### src/hdl/ddodo_pkg.sv
// ----------------------------------------------------------------------------
// ddodo_pkg
// Types, constants and helper functions shared by the odometry block.
// ----------------------------------------------------------------------------
package ddodo_pkg;

    localparam int CORDIC_STEPS = 24;
    localparam int QUEUE_DEPTH  = 2;
    localparam int DIV_BITS     = 80;

    localparam logic signed [35:0] PI_Q30      = 36'sd3373259426;
    localparam logic signed [35:0] TWO_PI_Q30  = 36'sd6746518852;
    localparam logic signed [35:0] HALF_PI_Q30 = 36'sd1686629713;
    localparam logic signed [35:0] CORDIC_K    = 36'sd652032874;
    localparam logic signed [35:0] ONE_Q30     = 36'sd1073741824;
    localparam logic signed [51:0] TWO_PI_Q28  = 52'sd1686629713;
    localparam logic [29:0]        NS_PER_S    = 30'd1000000000;

    localparam logic [31:0] LINEAR_GAIN_RESET  = 32'd13421773;
    localparam logic [31:0] ANGULAR_GAIN_RESET = 32'd59652324;

    localparam logic REG_LINEAR_GAIN  = 1'b0;
    localparam logic REG_ANGULAR_GAIN = 1'b1;

    typedef struct packed {
        logic signed [32:0] sum;
        logic signed [32:0] dif;
        logic [62:0]        dt;
        logic               dt_pos;
    } t_job;

    typedef struct packed {
        logic signed [31:0] pos_x;
        logic signed [31:0] pos_y;
        logic signed [31:0] heading;
        logic signed [31:0] quat_z;
        logic signed [31:0] quat_w;
        logic signed [31:0] lin_speed;
        logic signed [31:0] ang_speed;
        logic               speed_valid;
    } t_result;

    typedef enum logic [4:0] {
        BK_IDLE, BK_MUL_DS, BK_MUL_DTH, BK_HEAD, BK_ROT_START, BK_ROT_WAIT,
        BK_MX_LO, BK_MX_HI, BK_MY_LO, BK_MY_HI, BK_QUAT_START, BK_QUAT_WAIT,
        BK_LIN_START, BK_LIN_WAIT, BK_ANG_START, BK_ANG_WAIT, BK_DONE
    } t_back_state;

    typedef enum logic [1:0] {RT_IDLE, RT_RUN, RT_DONE} t_rot_state;

    typedef enum logic [2:0] {DV_IDLE, DV_MUL_LO, DV_MUL_HI, DV_RUN, DV_DONE} t_div_state;

    function automatic logic signed [35:0] f_atan(input logic [4:0] i);
        logic signed [35:0] r;
        case (i)
            5'd0:    r = 36'sd843314857;
            5'd1:    r = 36'sd497837829;
            5'd2:    r = 36'sd263043837;
            5'd3:    r = 36'sd133525159;
            5'd4:    r = 36'sd67021687;
            5'd5:    r = 36'sd33543516;
            5'd6:    r = 36'sd16775851;
            5'd7:    r = 36'sd8388437;
            5'd8:    r = 36'sd4194283;
            5'd9:    r = 36'sd2097149;
            5'd10:   r = 36'sd1048576;
            5'd31:   r = '0;
            default: r = 36'sd1 <<< (5'd30 - i);
        endcase
        return r;
    endfunction

    function automatic logic signed [31:0] f_sat32(input logic signed [41:0] v);
        logic signed [31:0] r;
        if (v > 42'sd2147483647) begin
            r = 32'sh7FFFFFFF;
        end else if (v < -42'sd2147483648) begin
            r = 32'sh80000000;
        end else begin
            r = v[31:0];
        end
        return r;
    endfunction

    function automatic logic signed [31:0] f_clamp_unit(input logic signed [35:0] v);
        logic signed [31:0] r;
        if (v > ONE_Q30) begin
            r = ONE_Q30[31:0];
        end else if (v < -ONE_Q30) begin
            r = 32'(-ONE_Q30);
        end else begin
            r = v[31:0];
        end
        return r;
    endfunction

endpackage

### src/hdl/ddodo_if.sv
// ----------------------------------------------------------------------------
// ddodo_in_if / ddodo_out_if
// Valid/ready channels for wheel samples and pose results.
// ----------------------------------------------------------------------------
interface ddodo_in_if;
    logic               valid;
    logic               ready;
    logic [62:0]        stamp_ns;
    logic signed [31:0] left_wheel_angle;
    logic signed [31:0] right_wheel_angle;

    modport source (output valid, output stamp_ns, output left_wheel_angle,
                    output right_wheel_angle, input ready);
    modport sink (input valid, input stamp_ns, input left_wheel_angle,
                  input right_wheel_angle, output ready);
endinterface


### src/hdl/ddodo_front.sv
// ----------------------------------------------------------------------------
// ddodo_front
// Accepts samples, forms wheel deltas and the time step, and queues a job.
// ----------------------------------------------------------------------------
module ddodo_front (
    input  logic           i_clk,
    input  logic           i_rst_n,
    ddodo_in_if.sink       i_in,
    input  logic           i_full,
    output logic           o_push,
    output ddodo_pkg::t_job o_job
);
    import ddodo_pkg::*;

    logic [62:0]        r_prev_stamp;
    logic [31:0]        r_prev_left;
    logic [31:0]        r_prev_right;
    logic signed [31:0] dl;
    logic signed [31:0] dr;
    logic [63:0]        dt_full;

    assign i_in.ready = !i_full;
    assign o_push     = i_in.valid && !i_full;

    always_comb begin
        dl            = i_in.left_wheel_angle - r_prev_left;
        dr            = i_in.right_wheel_angle - r_prev_right;
        dt_full       = {1'b0, i_in.stamp_ns} - {1'b0, r_prev_stamp};
        o_job.sum     = {dr[31], dr} + {dl[31], dl};
        o_job.dif     = {dr[31], dr} - {dl[31], dl};
        o_job.dt      = dt_full[62:0];
        o_job.dt_pos  = !dt_full[63] && (dt_full != 64'd0);
    end

    always_ff @(posedge i_clk) begin
        if (!i_rst_n) begin
            r_prev_stamp <= '0;
            r_prev_left  <= '0;
            r_prev_right <= '0;
        end else if (o_push) begin
            r_prev_stamp <= i_in.stamp_ns;
            r_prev_left  <= i_in.left_wheel_angle;
            r_prev_right <= i_in.right_wheel_angle;
        end
    end

endmodule

### src/flat_wrapper.sv
// flat-port wrapper written by rule: the top's interface ports become plain ports
module ddodo_front_flat import ddodo_pkg::*;
  (i_clk, i_rst_n, i_full, o_push, o_job, i_in_valid, i_in_stamp_ns, i_in_left_wheel_angle, i_in_right_wheel_angle, i_in_ready);
  ddodo_in_if i_in_i ();
  input  logic i_clk;
  input  logic i_rst_n;
  input  logic i_full;
  output logic o_push;
  output ddodo_pkg::t_job o_job;
  input wire logic [$bits(i_in_i.valid)-1:0] i_in_valid;
  input wire logic [$bits(i_in_i.stamp_ns)-1:0] i_in_stamp_ns;
  input wire logic [$bits(i_in_i.left_wheel_angle)-1:0] i_in_left_wheel_angle;
  input wire logic [$bits(i_in_i.right_wheel_angle)-1:0] i_in_right_wheel_angle;
  output wire logic [$bits(i_in_i.ready)-1:0] i_in_ready;
  assign i_in_i.valid = i_in_valid;
  assign i_in_i.stamp_ns = i_in_stamp_ns;
  assign i_in_i.left_wheel_angle = i_in_left_wheel_angle;
  assign i_in_i.right_wheel_angle = i_in_right_wheel_angle;
  assign i_in_ready = i_in_i.ready;
  ddodo_front u_core (.i_clk(i_clk), .i_rst_n(i_rst_n), .i_in(i_in_i), .i_full(i_full), .o_push(o_push), .o_job(o_job));
endmodule
### config.mk
export PLATFORM = sky130hd
export DESIGN_NAME = ddodo_front_flat
export DESIGN_NICKNAME = d
export VERILOG_FILES = /design/src/hdl/ddodo_pkg.sv /design/src/hdl/ddodo_if.sv /design/src/hdl/ddodo_front.sv /design/src/flat_wrapper.sv
export SDC_FILE = /design/constraint.sdc
export NUM_CORES = 1
export LEC_CHECK = 0
export BUFFER_PORTS_ARGS = -buffer_cell sky130_fd_sc_hd__clkbuf_2
export CORE_MARGIN = 4
export CORE_UTILIZATION = 52
export DETAILED_ROUTE_END_ITERATION = 10
export PLACE_DENSITY = 0.82
export REMOVE_ABC_BUFFERS = 1
export SLEW_MARGIN = 20
export SYNTH_ARGS = -nofsm -noshare
export SYNTH_HDL_FRONTEND = slang
export SYNTH_SLANG_ARGS = --single-unit
### constraint.sdc
create_clock -name i_clk -period 6.62 [get_ports i_clk]
set_input_delay 0.662 -clock i_clk [delete_from_list [all_inputs] [get_ports i_clk]]
set_output_delay 0.662 -clock i_clk [all_outputs]
set_load 0.05 [all_outputs]
==> results by group <==
Timing
  – Setup violators final: 1
  – Setup WS post-layout: -0.00408 ns
  – Fmax: ~0.15 GHz
  – Fin crit share: 100%
  – Measured slew at the worst slew-check pin: 0.834 ns
  – Period minus WS final: approximately 6.6 ns
  – Final hold violations: 0
  – Slew headroom: roughly 44%
  – Max-slew violations: 0
  – Setup TNS: -0.00408 ns
  – WHS: around 0.46 ns
  – Skew final: 0 ns
  – RSZ-0062 raised after global routing: true

GRT
  – Met2 Use GR: 46.8%
  – Vias in the first global route: 14505
  – Initial antenna violation count: 1
  – Met1 usage: 33.3%
  – Grt met3 use: 3.96%
  – Largest net degree at the start of global routing: around 130
  – GRT Total Usage: 26.3%
  – First-pass GRT wire length: 68400 microns
  – GR peak layer: met2
  – Gr ovfl total: 0

Setup path
  – CP Launch Point: i_in_right_wheel_angle[0]
  – WP data required: 5.96 ns
  – Critical path class: input port to primary output
  – RR Startpoint: u_core.r_prev_stamp[47]
  – CP endpoint kind: primary output
  – Critical Path Fanout Max: 4
  – FF-to-FF setup slack: a little under 6 ns
  – CP arrival: about 6 ns
  – Crit start category: input port

Power and ir drop
  – LEAKAGE: 7.59 nW
  – Worst IR drop on VDD: 0.286 mV
  – Pwr/cell area: 349 mW/mm^2

Synth
  – Main synth FF type: dfxtp_1
  – Synth cell types: 72
  – Area contributors post-synth: dfxtp_1 (17%), ha_1 (16%), nand2_1 (9.1%), a21boi_0 (7.0%), xnor2_1 (7.0%)
  – Sequential fraction of the synthesis area: 17.3%
  – Warnings, synthesis: 0
  – Yosys top cell by area: dfxtp_1
  – Cells after synthesis: 2093
  – Yosys top cell area share: ~17%
  – Ys async rst share: 0%
  – Synth Register Bits: about 130
  – EDFF count, synth: 0
  – Mapped cell area: 0.0147 sq mm
  – Syn_area_per_cell: between 7 and 8 sq um

Clock tree
  – Root Buffer: clkbuf_16
  – Max Buffers Root-to-Sink: 2
  – Worst-skew pair later-pin latency: 0.42 ns
  – Worst-path clk slew: 0.06 ns
  – TritonCTS Buffers: 17
  – CTS tree: yes
  – Htree depth: 4
  – CTS Sinks: 127

Routing
  – Final wirelength: approximately 43000 microns
  – Vias per cell: 5.57
  – First-pass DRT Iterations: 5
  – Number of remaining DRC errors: 0
  – Routed wire per std cell: 15.9 microns
  – Routed via count: 15154
  – Post-DRT Antenna Nets: 0
  – Detailed Route Iter0 Violations: around 880

Die
  – Core area: 0.0279 sq mm
  – Die Y: 176 microns
  – Die X: 176 microns
  – Die area: just over 0.03 sq mm
  – Ports: about 260
  – Row count: between 60 and 70
  – Initial core utilization: 52.8%

Placed design
  – Hpwl dp: approximately 34000 microns
  – Dpl cells: 2679
  – Setup Slack @ Placement: -0.121 ns
  – GPL Wtd Cong: ~0.96
  – # port buffers: 262

Layout
  – Fin nets: 2653
  – Area of the multi-input gates: 0.0113 sq mm
  – Antenna fix cells: 0
  – Fraction of layout cells with a size suffix above 1: 16.9%
  – Sequential cell area: about 0.0025 sq mm
  – Final non-filler cell total: 2719
  – Filler instances: 2540
  – P&R area growth vs syn: 18.9%

Hold path
  – HP Start: u_core.r_prev_stamp[38]
  – Tightest Hold Check Type: register to register

Outcome
  – Failing checks: negative setup slack
  – Status: finished with violations

Job
  – Maxcap violations: 0
critical path, cell delays in order:
cell	delay, ns
clkbuf_2	0.09
inv_1	0.04
ha_1	0.21
fa_1	0.42
nor2b_1	0.20
o21a_1	0.18
o21a_1	0.19
o2111ai_2	0.14
a311o_1	0.36
nand2_2	0.10
o21a_1	0.11
nor2_1	0.06
xnor2_2	0.21
ha_1	0.30
buf_6	0.13
or4_4	0.57
nor3_4	0.22
a21oi_2	0.10
a21oi_2	0.20
a31oi_2	0.14
o41ai_2	0.33
buf_4	0.17
a211o_1	0.16
a21oi_2	0.06
o21bai_1	0.16
xnor2_1	0.14
bufbuf_16	0.30
cells in the final DEF (no fill, tap or decap), types with 17 or more instances in the layout:
cell | netlist | layout
nand2b_1 | 26 | 26
o21a_1 | 26 | 26
nor3_1 | 38 | 36
buf_4 | 1 | 35
clkbuf_2 | 0 | 253
inv_1 | 218 | 215
nand2_1 | 356 | 353
nor2b_1 | 20 | 19
ha_1 | 189 | 183
nor2_1 | 134 | 134
o21ai_1 | 15 | 18
clkbuf_16 | 0 | 17
xnor2_1 | 117 | 112
a21o_1 | 48 | 48
xor2_1 | 50 | 48
nand3_1 | 26 | 25
o21ai_0 | 80 | 75
o21bai_1 | 30 | 30
a21boi_0 | 138 | 137
dfxtp_1 | 127 | 125
a21oi_1 | 178 | 170
kinds of logic (layout without fill, tap and decap cells):
family / count (synthesis) / after routing / share of synthesized area (%)
and+or+nand+nor: 687 / 687 / 20.7
AOI/OAI and AO/OA: 617 / 617 / 27.5
buffers and inverters: 300 / 548 / 7.70
adders and majority gates: 194 / 194 / 16.8
xor gates and xnor gates: 167 / 167 / 9.95
DFF: 127 / 127 / 17.3
muxes: 1 / 1 / 0.0766
per-stage QoR:
stage / util [%] / power, mW / cell area (sq um)
after floorplan: - / 3.89 / 14400
after global placement: 59.1 / 4.86 / 16500
after detailed placement: 59.1 / 4.90 / 16500
after CTS: 61.5 / 5.96 / 17100
after global routing: 62.7 / 6.42 / 17500
final: 62.7 / 6.10 / 17500
metal layers:
layer	wire, microns	up-vias
met4	1050	2
met3	2650	79
met1	18900	6966
li1	-	7613
met2	20600	494
met5	13	-
worst paths after layout:
| kind | cells past startpoint | to |
|---|---|---|
| max | 27 | o_job[95] |
| min | 2 | u_core.r_prev_stamp[38] |
| max reg2reg | 2 | u_core.r_prev_stamp[47] |
| min reg2reg | 2 | u_core.r_prev_stamp[38] |
timing repair:
action,in CTS,in global routing
setup endpoints to repair,4,15
pin swaps,1,31
setup buffers,0,8
hold buffers,0,0
gates resized for setup,8,65
sequential cells by signal, indices dropped and copies added (netlist names):
register / cells
u_core.r_prev_left: 32
u_core.r_prev_stamp: 63
u_core.r_prev_right: 32
layout make-up:
cell class / count / area share [%]
Sequential cell: 127 / 14.6
Tap cell: 378 / 2.71
Inverter: 218 / 4.71
Clock buffer: 19 / 2.53
Clock inverter: 13 / 1.02
Timing Repair Buffer: 298 / 9.74
Multi-Input combinational cell: 1666 / 64.7
power breakdown:
part	internal (mW)	switching (mW)
registers	0.800	0.0171
logic	1.34	2.93
clock network	0.613	0.404
Yosys cell counts, drive strengths merged, types with 7 or more instances:
library cell / n
nor2: 134
a21o: 48
o21bai: 30
nor2b: 20
a211oi: 17
nand4: 16
o21ai: 95
o2111ai: 7
or4: 8
o31ai: 12
nand2: 356
xnor2: 117
and3: 15
and2: 10
nand2b: 26
o21a: 26
nor3: 38
a21boi: 142
nor4: 9
clkbuf: 77
xor2: 50
ha: 189
or3: 11
a21oi: 178
dfxtp: 127
inv: 218
a31oi: 12
nand3: 26
(Power assumes the default switching activity.)
