[src/hdl/ddodo_pkg.sv]
// ----------------------------------------------------------------------------
// ddodo_pkg
// Types, constants and helper functions shared by the odometry block.
// ----------------------------------------------------------------------------
package ddodo_pkg;

    localparam int CORDIC_STEPS = 24;
    localparam int QUEUE_DEPTH  = 2;
    localparam int DIV_BITS     = 80;

    localparam logic signed [35:0] PI_Q30      = 36'sd3373259426;
    localparam logic signed [35:0] TWO_PI_Q30  = 36'sd6746518852;
    localparam logic signed [35:0] HALF_PI_Q30 = 36'sd1686629713;
    localparam logic signed [35:0] CORDIC_K    = 36'sd652032874;
    localparam logic signed [35:0] ONE_Q30     = 36'sd1073741824;
    localparam logic signed [51:0] TWO_PI_Q28  = 52'sd1686629713;
    localparam logic [29:0]        NS_PER_S    = 30'd1000000000;

    localparam logic [31:0] LINEAR_GAIN_RESET  = 32'd13421773;
    localparam logic [31:0] ANGULAR_GAIN_RESET = 32'd59652324;

    localparam logic REG_LINEAR_GAIN  = 1'b0;
    localparam logic REG_ANGULAR_GAIN = 1'b1;

    typedef struct packed {
        logic signed [32:0] sum;
        logic signed [32:0] dif;
        logic [62:0]        dt;
        logic               dt_pos;
    } t_job;

    typedef struct packed {
        logic signed [31:0] pos_x;
        logic signed [31:0] pos_y;
        logic signed [31:0] heading;
        logic signed [31:0] quat_z;
        logic signed [31:0] quat_w;
        logic signed [31:0] lin_speed;
        logic signed [31:0] ang_speed;
        logic               speed_valid;
    } t_result;

    typedef enum logic [4:0] {
        BK_IDLE, BK_MUL_DS, BK_MUL_DTH, BK_HEAD, BK_ROT_START, BK_ROT_WAIT,
        BK_MX_LO, BK_MX_HI, BK_MY_LO, BK_MY_HI, BK_QUAT_START, BK_QUAT_WAIT,
        BK_LIN_START, BK_LIN_WAIT, BK_ANG_START, BK_ANG_WAIT, BK_DONE
    } t_back_state;

    typedef enum logic [1:0] {RT_IDLE, RT_RUN, RT_DONE} t_rot_state;

    typedef enum logic [2:0] {DV_IDLE, DV_MUL_LO, DV_MUL_HI, DV_RUN, DV_DONE} t_div_state;

    function automatic logic signed [35:0] f_atan(input logic [4:0] i);
        logic signed [35:0] r;
        case (i)
            5'd0:    r = 36'sd843314857;
            5'd1:    r = 36'sd497837829;
            5'd2:    r = 36'sd263043837;
            5'd3:    r = 36'sd133525159;
            5'd4:    r = 36'sd67021687;
            5'd5:    r = 36'sd33543516;
            5'd6:    r = 36'sd16775851;
            5'd7:    r = 36'sd8388437;
            5'd8:    r = 36'sd4194283;
            5'd9:    r = 36'sd2097149;
            5'd10:   r = 36'sd1048576;
            5'd31:   r = '0;
            default: r = 36'sd1 <<< (5'd30 - i);
        endcase
        return r;
    endfunction

    function automatic logic signed [31:0] f_sat32(input logic signed [41:0] v);
        logic signed [31:0] r;
        if (v > 42'sd2147483647) begin
            r = 32'sh7FFFFFFF;
        end else if (v < -42'sd2147483648) begin
            r = 32'sh80000000;
        end else begin
            r = v[31:0];
        end
        return r;
    endfunction

    function automatic logic signed [31:0] f_clamp_unit(input logic signed [35:0] v);
        logic signed [31:0] r;
        if (v > ONE_Q30) begin
            r = ONE_Q30[31:0];
        end else if (v < -ONE_Q30) begin
            r = 32'(-ONE_Q30);
        end else begin
            r = v[31:0];
        end
        return r;
    endfunction

endpackage

[src/hdl/ddodo_fifo.sv]
// ----------------------------------------------------------------------------
// ddodo_fifo
// Short job queue between the front end and the back end.
// ----------------------------------------------------------------------------
module ddodo_fifo (
    input  logic            i_clk,
    input  logic            i_rst_n,
    input  logic            i_push,
    input  ddodo_pkg::t_job i_data,
    output logic            o_full,
    input  logic            i_pop,
    output logic            o_empty,
    output ddodo_pkg::t_job o_data
);
    import ddodo_pkg::*;

    localparam int QW = $clog2(QUEUE_DEPTH);

    t_job        r_mem [QUEUE_DEPTH];
    logic [QW-1:0] r_wr;
    logic [QW-1:0] r_rd;
    logic [QW:0]   r_count;

    assign o_full  = (r_count == (QW+1)'(QUEUE_DEPTH));
    assign o_empty = (r_count == '0);
    assign o_data  = r_mem[r_rd];

    always_ff @(posedge i_clk) begin
        if (i_push) begin
            r_mem[r_wr] <= i_data;
        end
    end

    always_ff @(posedge i_clk) begin
        if (!i_rst_n) begin
            r_wr    <= '0;
            r_rd    <= '0;
            r_count <= '0;
        end else begin
            if (i_push) begin
                r_wr <= r_wr + 1'b1;
            end
            if (i_pop) begin
                r_rd <= r_rd + 1'b1;
            end
            r_count <= r_count + (QW+1)'(i_push) - (QW+1)'(i_pop);
        end
    end

endmodule

[config.mk]
export PLATFORM = sky130hd
export DESIGN_NAME = ddodo_fifo
export DESIGN_NICKNAME = d
export VERILOG_FILES = /design/src/hdl/ddodo_pkg.sv /design/src/hdl/ddodo_fifo.sv
export SDC_FILE = /design/constraint.sdc
export NUM_CORES = 1
export LEC_CHECK = 0
export ABC_AREA = 1
export BUFFER_PORTS_ARGS = -buffer_cell sky130_fd_sc_hd__buf_2
export CORE_MARGIN = 2
export CORE_UTILIZATION = 30
export DETAILED_ROUTE_END_ITERATION = 10
export GPL_TIMING_DRIVEN = 0
export PLACE_DENSITY = 0.5
export SETUP_SLACK_MARGIN = 0.4
export SLEW_MARGIN = 20
export SYNTH_ARGS = -nofsm -noshare
export SYNTH_HDL_FRONTEND = slang
export SYNTH_SLANG_ARGS = --single-unit
[constraint.sdc]
create_clock -name i_clk -period 11.71 [get_ports i_clk]
set_input_delay 1.7565 -clock i_clk [delete_from_list [all_inputs] [get_ports i_clk]]
set_output_delay 1.7565 -clock i_clk [all_outputs]
set_load 0.02 [all_outputs]
==> metrics.log, run 1 <==
INFO  metric endpoint_kind = output port
INFO  metric maxSlewHeadroom = 0.551
INFO  metric post-route-period-util = 0.314
INFO  metric cts_hold_buf = 0
INFO  metric grt_remaining_overflow = 0
INFO  metric core.rowCount = 65
INFO  metric synthesis.instances = 437
INFO  metric clock-root-buffer = sky130_fd_sc_hd__clkbuf_16
INFO  metric post_route_cells_drive_above_1_share = 0.595
INFO  metric synth_enable_flop_cells = 260
INFO  metric fillers = 2,904
INFO  metric summed_instance_area_of_the_synthesized_netlist = 9630 um^2
INFO  metric cts_post_setup_buffers_inserted = 0
INFO  metric antenna_found_initial = 0
INFO  metric detailedRoute.firstPassIterationCount = 4
INFO  metric vias_per_cell = 4.33
INFO  metric timing.setup.tns = 0 ns
INFO  metric die_x = 183 um
INFO  metric crit_path_max_fanout = 10
INFO  metric insertedDiodeCount = 0
INFO  metric post-route-drc-count = 0
INFO  metric max-vdd-ir-drop = 0.108 mV
INFO  metric ys_seq_area_frac = 0.821
INFO  metric asr_flop_ratio_synth = 0
INFO  metric path_class = reg2out
INFO  metric grt_max_degree = 68
INFO  metric worstMarginPinSlew = 0.673 ns
INFO  metric syn_avg_cell_area = 22.0 um^2
INFO  metric cp.required = 9.95 ns
INFO  metric die-area = 33,600 um^2
INFO  metric htree_levels = 1
INFO  metric cts_buffers = 29
INFO  metric holdCritPathClass = reg2reg
INFO  metric timing_hold_violations_final = 0
INFO  metric synth.largest_area_cell = sky130_fd_sc_hd__edfxtp_1
INFO  metric clk_pin_slew_worst_paths = 0.05 ns
INFO  metric netlist_top_cells_count = sky130_fd_sc_hd__edfxtp_1, sky130_fd_sc_hd__mux2_2, sky130_fd_sc_hd__buf_6, sky130_fd_sc_hd__nor2_1, sky130_fd_sc_hd__nand2_1
INFO  metric grtUsageTotal = 0.115
INFO  metric power_per_cell_area = 172 nW/um^2
INFO  metric synthDominantCellAreaShare = 0.811
INFO  metric synthesis.nets = 573
INFO  metric leakagePower = 4.67 nW
INFO  metric final-max-slew-violation-count = 0
INFO  metric grt_pass1_wl = 30.1 mm
INFO  metric critical_path_arrival = 1.91 ns
INFO  metric cts_tree = built
INFO  metric dp.final_hpwl = 13.8 mm
INFO  metric antenna_left = 0
INFO  metric finalClockSkew = 0.0216 ns
INFO  metric yosysMostFrequentCell = sky130_fd_sc_hd__edfxtp_1
INFO  metric postCtsResizedCells = 0
INFO  metric port_buffers = 265
INFO  metric setup_viol = 0
INFO  metric cts-root-to-sink-buffers = 3
INFO  metric synth.area.top_cells = sky130_fd_sc_hd__edfxtp_1, sky130_fd_sc_hd__mux2_2, sky130_fd_sc_hd__buf_6
INFO  metric period_minus_slack = 3.67 ns
INFO  metric yosys_most_used_dff = sky130_fd_sc_hd__edfxtp_1
INFO  metric grt_pass1_vias = 5,548
INFO  metric critical_path.startpoint_type = register
INFO  metric synthToLayoutAreaGrowth = 29.7%
INFO  metric initial_utilization = 0.305
INFO  metric drv.max_cap_violation_count = 0
INFO  metric dr_total_vias = 5,021
INFO  metric dieHeight = 183 um
INFO  metric wl_per_cell = 17.0 um
INFO  metric synth.distinct_cells = 12
INFO  metric insertion_delay = 0.54 ns
INFO  metric status = finished, final reports clean
INFO  metric ys.warnings.count = 0
INFO  metric postRouteWirelength = 19.7 mm
INFO  metric gp_routability_congestion = 0.683
INFO  metric rsz0062_at_grt = false
INFO  metric core_region_area = 31,600 um^2
INFO  metric top_level_ports = 266
INFO  metric violation_count_after_the_first_detailed_route_iteration = 279
INFO  metric timing_limited_maximum_frequency = 272 MHz
INFO  metric clock_sinks = 265
INFO  metric fin_nets = 876
INFO  metric fin_total_pwr = 0.00215 W
INFO  metric yosys_register_bits = 265
## routing by layer
layer  vias to the layer above  GRT usage  share of wire
li1                       2336          -              -
met1                      2443      0.131           0.39
met2                       198      0.196           0.48
met3                        44     0.0445          0.094
met4                         0     0.0390          0.032
met5                         -          0              0
## critical path: stages, from the launching register on
cell and delay [ns]:
sky130_fd_sc_hd__dfxtp_1 0.35, sky130_fd_sc_hd__buf_4 0.29, sky130_fd_sc_hd__buf_6 0.22, sky130_fd_sc_hd__mux2_2 0.35, sky130_fd_sc_hd__buf_2 0.17
## state kept, by name, summed over array words and instances (netlist names), named ones only
register and cells:
r_rd 1, r_wr 1, r_count 2, r_mem 260
## cells by family after synthesis
logic type,count (synthesis),share of synthesized area
and+or+nand+nor,18,0.00714
adders and majority gates,2,0.00260
muxes,130,0.152
buffers and inverters,21,0.0168
DFF,265,0.821
AOI/OAI and AO/OA,1,0.000519
## cells in the final DEF, fill, tap and decap left out, types with 2 or more instances in the layout
cell,count
sky130_fd_sc_hd__dfxtp_1,5
sky130_fd_sc_hd__clkbuf_1,9
sky130_fd_sc_hd__mux2_2,130
sky130_fd_sc_hd__edfxtp_1,260
sky130_fd_sc_hd__clkbuf_16,29
sky130_fd_sc_hd__clkinv_1,7
sky130_fd_sc_hd__buf_6,10
sky130_fd_sc_hd__buf_2,268
sky130_fd_sc_hd__buf_16,5
sky130_fd_sc_hd__buf_12,2
sky130_fd_sc_hd__inv_1,6
sky130_fd_sc_hd__ha_1,2
sky130_fd_sc_hd__nor2_1,8
sky130_fd_sc_hd__nand2_1,8
## power breakdown
part / switching (W) / total [W] / internal, W / leakage, nW
combinational: 0.000141 / 0.000240 / 0.0000990 / 1.78
clock: 0.000332 / 0.000804 / 0.000472 / 0.402
sequential: 0.0000110 / 0.00111 / 0.00110 / 2.48
## area by class of cell
type                    instances  area [um^2]  area share
flip-flops and latches        265         7910       0.633
multi-input cells             151         1570       0.126
repair buffers                272         1500       0.120
clock buffers                  38          759      0.0608
well taps                     402          503      0.0403
plain buffers                  14          135      0.0108
clock inverters                11         77.6     0.00621
inverters                       7         33.8     0.00270
## per-stage QoR
step,instances,hold slack (ns),setup slack (ns),cell area [um^2],util
after detailed placement,1111,0.486,8.23,11700,0.369
after floorplan,437,0.463,3.85,9630,-
after global routing,1160,0.553,7.91,12500,0.396
after global placement,1104,0.475,0.909,11500,0.363
after CTS,1160,0.507,7.97,12500,0.396
final,1160,0.514,8.04,12500,0.396
## worst paths after layout
check             depth (start not counted)      from      endpoint  slack [ns]
setup reg to reg                          4      r_wr  r_mem[0][68]        9.85
setup / recovery                          4  register    o_data[91]        8.04
hold reg to reg                           2      r_rd          r_rd        0.51
hold / removal                            2      r_rd          r_rd        0.51
(Power assumes the default switching activity.)
==> inputs of run 2 (changes only) <==
--- a/config.mk
+++ b/config.mk
@@ -11,7 +11,7 @@
 export CORE_UTILIZATION = 30
 export DETAILED_ROUTE_END_ITERATION = 10
 export GPL_TIMING_DRIVEN = 0
-export PLACE_DENSITY = 0.5
+export PLACE_DENSITY = 0.52
 export SETUP_SLACK_MARGIN = 0.4
 export SLEW_MARGIN = 20
 export SYNTH_ARGS = -nofsm -noshare
==> constraint.sdc (replaced) <==
create_clock -name i_clk -period 3.25 [get_ports i_clk]
set_input_delay 0.4875 -clock i_clk [delete_from_list [all_inputs] [get_ports i_clk]]
set_output_delay 0.4875 -clock i_clk [all_outputs]
set_load 0.02 [all_outputs]
==> run 2 against run 1 <==
- die area unchanged
- count of clock-buffer cells in the layout fell by 2
- worst setup slack lost 7.3 ns
- utilization is 0.45 points higher
- via count rose by 0.26%
- clock power increased to 3.9 times the previous value
- routed wire length increased by 0.52%
- critical path type unchanged
==> metrics.log, run 2 (same netlist as run 1, synthesis figures left out) <==
INFO  metric final_core_utilization = 0.400 (+0.00448)
INFO  metric die_x = 183 um (unchanged)
INFO  metric initial_utilization = 0.305 (unchanged)
INFO  metric biggestRegsByFlops = r_mem x260, r_count x2
INFO  metric grtUsageTotal = 0.113 (-0.00157)
INFO  metric leakagePower = 4.73 nW (+1.3%)
INFO  metric hold_endpoint = r_mem[1][12]
INFO  metric vias_per_cell = 4.30 (-0.60%)
INFO  metric grt_max_degree = 32 (-53%)
INFO  metric gp_routability_congestion = 0.706 (+3.4%)
INFO  metric hold_path.startpoint = i_data[12]
INFO  metric antenna_left = 0 (unchanged)
INFO  metric post-route-period-util = 0.765
INFO  metric multi_input_area = 1580 um^2 (+0.48%)
INFO  metric critical_path_arrival = 2.00 ns (+0.09 ns)
INFO  metric crit_path_max_fanout = 10 (unchanged)
INFO  metric worst_r2r_startpoint = r_wr
INFO  metric clock-root-buffer = sky130_fd_sc_hd__clkbuf_16
INFO  metric clk_pin_slew_worst_paths = 0.06 ns (about the same)
INFO  metric register_area = 7910 um^2 (unchanged)
INFO  metric postRouteWirelength = 19.8 mm (+0.52%)
INFO  metric dr_total_vias = 5,034 (+0.26%)
INFO  metric endpoint_kind = output port
INFO  metric power_per_cell_area = 635 nW/um^2 (+270%)
INFO  metric drv.max_cap_violation_count = 0 (unchanged)
INFO  metric regMostFlops = r_mem
INFO  metric port_buffers = 265 (unchanged)
INFO  metric largest_register_ffs = 260 (unchanged)
INFO  metric wl_per_cell = 16.9 um (-0.34%)
INFO  metric cts_buffers = 29 (unchanged)
INFO  metric dp.final_hpwl = 13.5 mm (-2.2%)
INFO  metric timing_limited_maximum_frequency = 402 MHz
INFO  metric r2r_setup_slack = 1.48 ns (-8.37 ns)
INFO  metric grt_remaining_overflow = 0 (unchanged)
INFO  metric core.rowCount = 65 (unchanged)
INFO  metric share_comb_of_total_power = 0.108 (-0.003)
INFO  metric stdcell_area = 12,600 um^2 (+1.1%)
INFO  metric layout.cells.most_common = sky130_fd_sc_hd__buf_2
INFO  metric fillers = 2,948 (+1.5%)
INFO  metric dieHeight = 183 um (unchanged)
INFO  metric htree_levels = 1 (unchanged)
INFO  metric fin_nets = 879 (+0.34%)
INFO  metric die-area = 33,600 um^2 (unchanged)
INFO  metric cts_hold_buf = 0 (unchanged)
INFO  metric post-route-drc-count = 0 (unchanged)
INFO  metric timing.setup.tns = 0 ns (unchanged)
INFO  metric power.switching_fraction = 0.228 (+0.00356)
INFO  metric reg2reg_capture_point = r_mem[0][22]
INFO  metric setup_viol = 0 (unchanged)
INFO  metric worstMarginPinSlew = 0.690 ns (+0.0176 ns)
INFO  metric clock_power_share = 0.394 (+0.021)
INFO  metric synthToLayoutAreaGrowth = 31.2%
INFO  metric finalClockSkew = 0.00659 ns (-0.0150 ns)
INFO  metric detailedRoute.firstPassIterationCount = 4 (unchanged)
INFO  metric critical_path.startpoint_type = register
INFO  metric path_class = reg2out
INFO  metric fin_total_pwr = 0.00803 W (+270%)
INFO  metric final-max-slew-violation-count = 0 (unchanged)
INFO  metric switching_power = 0.00183 W (+280%)
INFO  metric insertion_delay = 0.54 ns (about the same)
INFO  metric top_level_ports = 266 (unchanged)
INFO  metric grt_pass1_vias = 5,274 (-4.9%)
INFO  metric cts_post_setup_buffers_inserted = 0 (unchanged)
INFO  metric max-vdd-ir-drop = 0.391 mV (+260%)
INFO  metric antenna_found_initial = 6 (+6)
INFO  metric post_route_cells_drive_above_1_share = 0.608 (+0.0129)
INFO  metric holdCritPathClass = in2reg
INFO  metric layout.cells.most_common_list = sky130_fd_sc_hd__buf_2, sky130_fd_sc_hd__edfxtp_1, sky130_fd_sc_hd__mux2_2, sky130_fd_sc_hd__clkbuf_16, sky130_fd_sc_hd__buf_6
INFO  metric clock_sinks = 265 (unchanged)
INFO  metric core_region_area = 31,600 um^2 (unchanged)
INFO  metric cp.required = 2.76 ns (-7.19 ns)
INFO  metric period_minus_slack = 2.49 ns
INFO  metric dp_area = 11,700 um^2 (+0.44%)
INFO  metric seq_pwr_share = 0.498 (-0.017)
INFO  metric reg2reg_depth = 4 (unchanged)
INFO  metric grt_pass1_wl = 29.3 mm (-2.6%)
INFO  metric timing_hold_violations_final = 0 (unchanged)
INFO  metric violation_count_after_the_first_detailed_route_iteration = 261 (-6.5%)
INFO  metric cts_tree = built
INFO  metric status = finished, final reports clean
INFO  metric min_path_cells = 1 (-1)
INFO  metric postCtsResizedCells = 0 (unchanged)
INFO  metric rsz0062_at_grt = false
INFO  metric p_int = 0.00619 W (+270%)
INFO  metric cts-root-to-sink-buffers = 3 (unchanged)
INFO  metric maxSlewHeadroom = 0.539 (-0.0116)
==> run 2: cell count changes in the layout (fill, tap and decap cells not counted), moves of 2 or more <==
cell                         change
sky130_fd_sc_hd__buf_12          +5
sky130_fd_sc_hd__buf_16          -2
sky130_fd_sc_hd__bufinv_16       +2
sky130_fd_sc_hd__clkbuf_1        -2
sky130_fd_sc_hd__clkinv_1        -3
sky130_fd_sc_hd__clkinv_2        +5
sky130_fd_sc_hd__clkinvlp_4      +2
sky130_fd_sc_hd__diode_2         +3
==> run 2: per-layer routing <==
| metal | GRT usage | vias to the layer above | share of wire |
|---|---|---|---|
| met3 | 0.0447 | 42 | 0.090 |
| met5 | 0 | - | 0.0011 |
| met2 | 0.192 | 185 | 0.48 |
| li1 | - | 2347 | - |
| met1 | 0.130 | 2456 | 0.40 |
| met4 | 0.0387 | 4 | 0.033 |
==> run 2: through the flow <==
stage / std cells / setup WS, ns / hold WS (ns)
after floorplan: 437 / 0.402 / 0.463
after global placement: 1104 / -1.32 / 0.484
after detailed placement: 1114 / 1.06 / 0.487
after CTS: 1167 / 0.608 / 0.0860
after global routing: 1169 / 0.623 / 0.0960
final: 1170 / 0.764 / 0.126
==> run 2: power by group through the flow <==
stage	registers (W)	clock network, W	logic, W
finish	0.00399	0.00316	0.000868
global route	0.00401	0.00340	0.000934
CTS	0.00400	0.00328	0.000891
detailed placement	0.00407	0	0.000887
global placement	0.00408	0	0.000840
floorplan	0.00407	0	0.000512
==> run 2: worst max path at each step <==
stage,endpoint,slack (ns)
finish,o_data[106],0.76
global route,o_data[106],0.62
CTS,o_data[106],0.61
detailed placement,r_mem[0][18],1.06
global placement,r_mem[1][38],-1.32
floorplan,r_mem[1][0],0.40
==> run 2: worst max-delay path: stages (launching register included) <==
cell	delay (ns)
sky130_fd_sc_hd__dfxtp_1	0.41
sky130_fd_sc_hd__buf_4	0.30
sky130_fd_sc_hd__buf_6	0.21
sky130_fd_sc_hd__mux2_2	0.35
sky130_fd_sc_hd__buf_2	0.18
==> run 2: final cells by class <==
cell class	count	area share
Sequential cell	265	0.626
Multi-Input combinational cell	151	0.125
Timing Repair Buffer	275	0.123
Clock buffer	36	0.0595
Tap cell	402	0.0398
Clock inverter	17	0.0133
Buffer	14	0.0107
Inverter	7	0.00258
Antenna cell	3	0.000594
==> inputs of run 3 (changes only) <==
--- a/config.mk
+++ b/config.mk
@@ -5,13 +5,13 @@
 export SDC_FILE = /design/constraint.sdc
 export NUM_CORES = 1
 export LEC_CHECK = 0
-export ABC_AREA = 1
+export ABC_AREA = 0
 export BUFFER_PORTS_ARGS = -buffer_cell sky130_fd_sc_hd__buf_2
 export CORE_MARGIN = 2
 export CORE_UTILIZATION = 30
 export DETAILED_ROUTE_END_ITERATION = 10
 export GPL_TIMING_DRIVEN = 0
-export PLACE_DENSITY = 0.52
+export PLACE_DENSITY = 0.5
 export SETUP_SLACK_MARGIN = 0.4
 export SLEW_MARGIN = 20
 export SYNTH_ARGS = -nofsm -noshare
==> constraint.sdc (replaced) <==
create_clock -name i_clk -period 2.6 [get_ports i_clk]
set_input_delay 0.39 -clock i_clk [delete_from_list [all_inputs] [get_ports i_clk]]
set_output_delay 0.39 -clock i_clk [all_outputs]
set_load 0.02 [all_outputs]
==> run 3 against run 2 <==
- count of clock-buffer cells in the layout decreased by 1
- non-clock buffer count is 1 lower
- sequential power increased by 25%
- first-iteration DRC count shrank 25%
- clock power is 12% higher
- via count barely moved
- critical endpoint is now o_data[94]
- largest cell class unchanged
- largest power group unchanged
==> metrics.log, run 3 <==
INFO  metric clock_power_share = 0.359 (-0.035)
INFO  metric path_class = reg2out
INFO  metric regMostFlops = r_mem
INFO  metric top_level_ports = 266 (unchanged)
INFO  metric synthesis.instances = 425 (-2.7%)
INFO  metric dp.final_hpwl = 14.2 mm (+4.7%)
INFO  metric hold_path.startpoint = i_data[128]
INFO  metric period_minus_slack = 2.17 ns
INFO  metric share_comb_of_total_power = 0.132 (+0.024)
INFO  metric layout.cells.most_common_list = sky130_fd_sc_hd__edfxtp_1, sky130_fd_sc_hd__buf_2, sky130_fd_sc_hd__mux2_2, sky130_fd_sc_hd__clkbuf_16, sky130_fd_sc_hd__buf_12
INFO  metric grtUsageTotal = 0.116 (+0.00322)
INFO  metric die-area = 33,600 um^2 (unchanged)
INFO  metric layout.cells.most_common = sky130_fd_sc_hd__edfxtp_1
INFO  metric clk_pin_slew_worst_paths = 0.06 ns (about the same)
INFO  metric detailedRoute.firstPassIterationCount = 4 (unchanged)
INFO  metric max-vdd-ir-drop = 0.444 mV (+14%)
INFO  metric switching_power = 0.00228 W (+24%)
INFO  metric worstMarginPinSlew = 0.643 ns (-0.0474 ns)
INFO  metric insertion_delay = 0.53 ns (about the same)
INFO  metric post_route_cells_drive_above_1_share = 0.608 (about the same)
INFO  metric grt_max_degree = 49 (+53%)
INFO  metric rsz0062_at_grt = true
INFO  metric htree_levels = 1 (unchanged)
INFO  metric clock-root-buffer = sky130_fd_sc_hd__clkbuf_16
INFO  metric worst_slack = 0.435 ns (-0.329 ns)
INFO  metric cp.required = 2.21 ns (-0.55 ns)
INFO  metric fin_total_pwr = 0.00982 W (+22%)
INFO  metric stdcell_area = 12,700 um^2 (+0.26%)
INFO  metric summed_instance_area_of_the_synthesized_netlist = 9630 um^2 (unchanged)
INFO  metric grt_remaining_overflow = 0 (unchanged)
INFO  metric timing_hold_violations_final = 0 (unchanged)
INFO  metric critical_path.top_delay_family = buffers and inverters
INFO  metric cts_tree = built
INFO  metric final-max-slew-violation-count = 0 (unchanged)
INFO  metric syn_avg_cell_area = 22.7 um^2 (+2.8%)
INFO  metric core_region_area = 31,600 um^2 (unchanged)
INFO  metric leakagePower = 4.71 nW (-0.39%)
INFO  metric cts_post_setup_buffers_inserted = 0 (unchanged)
INFO  metric post-route-period-util = 0.833
INFO  metric insertedDiodeCount = 0 (-3)
INFO  metric critical_path_depth = 4 (unchanged)
INFO  metric setup_viol = 0 (unchanged)
INFO  metric grtUsageMet1 = 0.135 (+0.00454)
INFO  metric grt_pass1_wl = 30.5 mm (+4.2%)
INFO  metric largest_register_ffs = 260 (unchanged)
INFO  metric violation_count_after_the_first_detailed_route_iteration = 195 (-25%)
INFO  metric grt_pass1_vias = 5,547 (+5.2%)
INFO  metric die_x = 183 um (unchanged)
INFO  metric ys_seq_area_frac = 0.821 (unchanged)
INFO  metric worst_r2r_startpoint = r_wr
INFO  metric netlist_top_cells_count = sky130_fd_sc_hd__edfxtp_1, sky130_fd_sc_hd__mux2_2, sky130_fd_sc_hd__buf_6, sky130_fd_sc_hd__dfxtp_1
INFO  metric p_int = 0.00754 W (+22%)
INFO  metric critical_path_arrival = 1.78 ns (-0.22 ns)
INFO  metric port_buffers = 265 (unchanged)
INFO  metric antenna_left = 0 (unchanged)
INFO  metric wl_per_cell = 17.6 um (+4.1%)
INFO  metric worst_path_most_repeated_cell = sky130_fd_sc_hd__buf_12
INFO  metric core.rowCount = 65 (unchanged)
INFO  metric r2r_setup_slack = 0.77 ns (-0.71 ns)
INFO  metric finalClockSkew = 0.00725 ns (+0.000659 ns)
INFO  metric reg2reg_capture_point = r_mem[0][25]
INFO  metric synth_enable_flop_cells = 260 (unchanged)
INFO  metric placedCellCount = 1,099 (-1.3%)
INFO  metric synthDominantCellAreaShare = 0.811 (unchanged)
INFO  metric power_per_cell_area = 775 nW/um^2 (+22%)
INFO  metric synth.distinct_cells = 14 (+2)
INFO  metric critical_path.startpoint_type = register
INFO  metric synth.area.top_cells = sky130_fd_sc_hd__edfxtp_1, sky130_fd_sc_hd__mux2_2, sky130_fd_sc_hd__buf_6
INFO  metric hold_endpoint = r_mem[1][128]
INFO  metric seq_pwr_share = 0.509 (+0.011)
INFO  metric post-route-drc-count = 0 (unchanged)
INFO  metric dp_area = 11,600 um^2 (-0.67%)
INFO  metric dp_slack = 0.522 ns (-0.536 ns)
INFO  metric antenna_found_initial = 2 (-4)
INFO  metric gp_routability_congestion = 0.687 (-2.7%)
INFO  metric dieHeight = 183 um (unchanged)
INFO  metric yosys_register_bits = 265 (unchanged)
INFO  metric asr_flop_ratio_synth = 0 (unchanged)
INFO  metric dr_total_vias = 5,036 (+0.040%)
INFO  metric status = finished, final reports clean
INFO  metric slowest_delay = 0.41 ns (about the same)
INFO  metric fin_nets = 866 (-1.5%)
INFO  metric yosysMostFrequentCell = sky130_fd_sc_hd__edfxtp_1
INFO  metric biggestRegsByFlops = r_mem x260, r_count x2
INFO  metric vias_per_cell = 4.38 (+1.8%)
INFO  metric holdCritPathClass = in2reg
INFO  metric globalRoute.busiestLayer = met2
INFO  metric synthesis.nets = 561 (-2.1%)
INFO  metric drv.max_cap_violation_count = 0 (unchanged)
INFO  metric finalNonFillerCells = 1,150 (-1.7%)
INFO  metric timing_limited_maximum_frequency = 462 MHz
INFO  metric met2_usage = 0.202 (+0.0106)
INFO  metric min_path_cells = 1 (unchanged)
INFO  metric clock_sinks = 265 (unchanged)
INFO  metric initial_utilization = 0.305 (unchanged)
INFO  metric postRouteWirelength = 20.3 mm (+2.3%)
INFO  metric endpoint_kind = output port
INFO  metric cts_buffers = 29 (unchanged)
INFO  metric critical_path_buf_inv_count = 3 (unchanged)
INFO  metric yosys_most_used_dff = sky130_fd_sc_hd__edfxtp_1
INFO  metric use_met3 = 0.0415 (-0.00318)
INFO  metric ys.warnings.count = 0 (unchanged)
INFO  metric reg2reg_depth = 4 (unchanged)
INFO  metric slowest_stage = sky130_fd_sc_hd__dfxtp_4
INFO  metric synth.largest_area_cell = sky130_fd_sc_hd__edfxtp_1
INFO  metric final_core_utilization = 0.401 (+0.00103)
INFO  metric power.switching_fraction = 0.232 (+0.00363)
INFO  metric crit_path_cell_trace = buf_12 > buf_12 > mux2_2 > buf_2
INFO  metric maxSlewHeadroom = 0.572 (+0.0326)
INFO  metric crit_path_max_fanout = 10 (unchanged)
INFO  metric synthToLayoutAreaGrowth = 31.5%
INFO  metric cts-root-to-sink-buffers = 3 (unchanged)
## run 3: cell count changes after synthesis
cell and delta:
sky130_fd_sc_hd__nand3_1 -1, sky130_fd_sc_hd__xnor3_1 +1, sky130_fd_sc_hd__a21oi_1 -1, sky130_fd_sc_hd__nand2_1 -8, sky130_fd_sc_hd__o21a_1 +1, sky130_fd_sc_hd__xor2_1 +1
sky130_fd_sc_hd__nor2_1 -8, sky130_fd_sc_hd__and2_1 +4, sky130_fd_sc_hd__inv_1 -5, sky130_fd_sc_hd__nor2b_1 +4
## run 3: kinds of logic (layout without fill, tap and decap cells)
group	count (synthesis)	in the layout	share of synthesized area
AOI/OAI and AO/OA	1	1	0.000780
xor gates and xnor gates	2	2	0.00325
adders and majority gates	2	2	0.00260
buffers and inverters	16	339	0.0148
DFF	265	265	0.821
muxes	130	130	0.152
and+or+nand+nor	9	9	0.00558
## run 3: what timing repair did
| action | in CTS | in global routing |
|---|---|---|
| endpoints found under the setup margin | 100 | 114 |
| hold buffers | 0 | 0 |
| gates cloned | 1 | 1 |
| gates resized for setup | 20 | 28 |
## run 3: metal layers
| layer | routed length [um] | part of all wire |
|---|---|---|
| met1 | 8000 | 0.40 |
| met2 | 10000 | 0.50 |
| met3 | 1800 | 0.089 |
| met4 | 397 | 0.020 |
| met5 | 13 | 0.00064 |
## run 3: worst max path at each step
stage                        end  slack (ns)
finish                o_data[94]        0.43
global route          o_data[73]        0.36
CTS                   o_data[26]        0.36
detailed placement  r_mem[0][23]        0.52
global placement    r_mem[0][23]       -1.27
floorplan            r_mem[0][0]       -0.19
## run 3: stage by stage
| step | hold slack, ns | TNS, ns |
|---|---|---|
| after floorplan | 0.489 | -24.36 |
| after global placement | 0.569 | -260.19 |
| after detailed placement | 0.581 | 0 |
| after CTS | 0.0100 | 0 |
| after global routing | 0.0130 | 0 |
| final | 0.0454 | 0 |
## run 3: power groups by stage
stage	registers [W]	clock network [W]	logic (W)
2_1_floorplan	0.00508	0	0.000743
3_3_place_gp	0.00509	0	0.00117
3_5_place_dp	0.00508	0	0.00123
4_1_cts	0.00500	0.00368	0.00128
5_1_grt	0.00501	0.00385	0.00139
6_report	0.00500	0.00353	0.00129
## run 3: final cells by class
type	instances	area [um^2]
fillers	2919	18900
flip-flops and latches	265	7910
multi-input cells	144	1610
repair buffers	274	1580
clock buffers	35	748
well taps	402	503
plain buffers	14	240
clock inverters	14	67.6
inverters	2	7.51
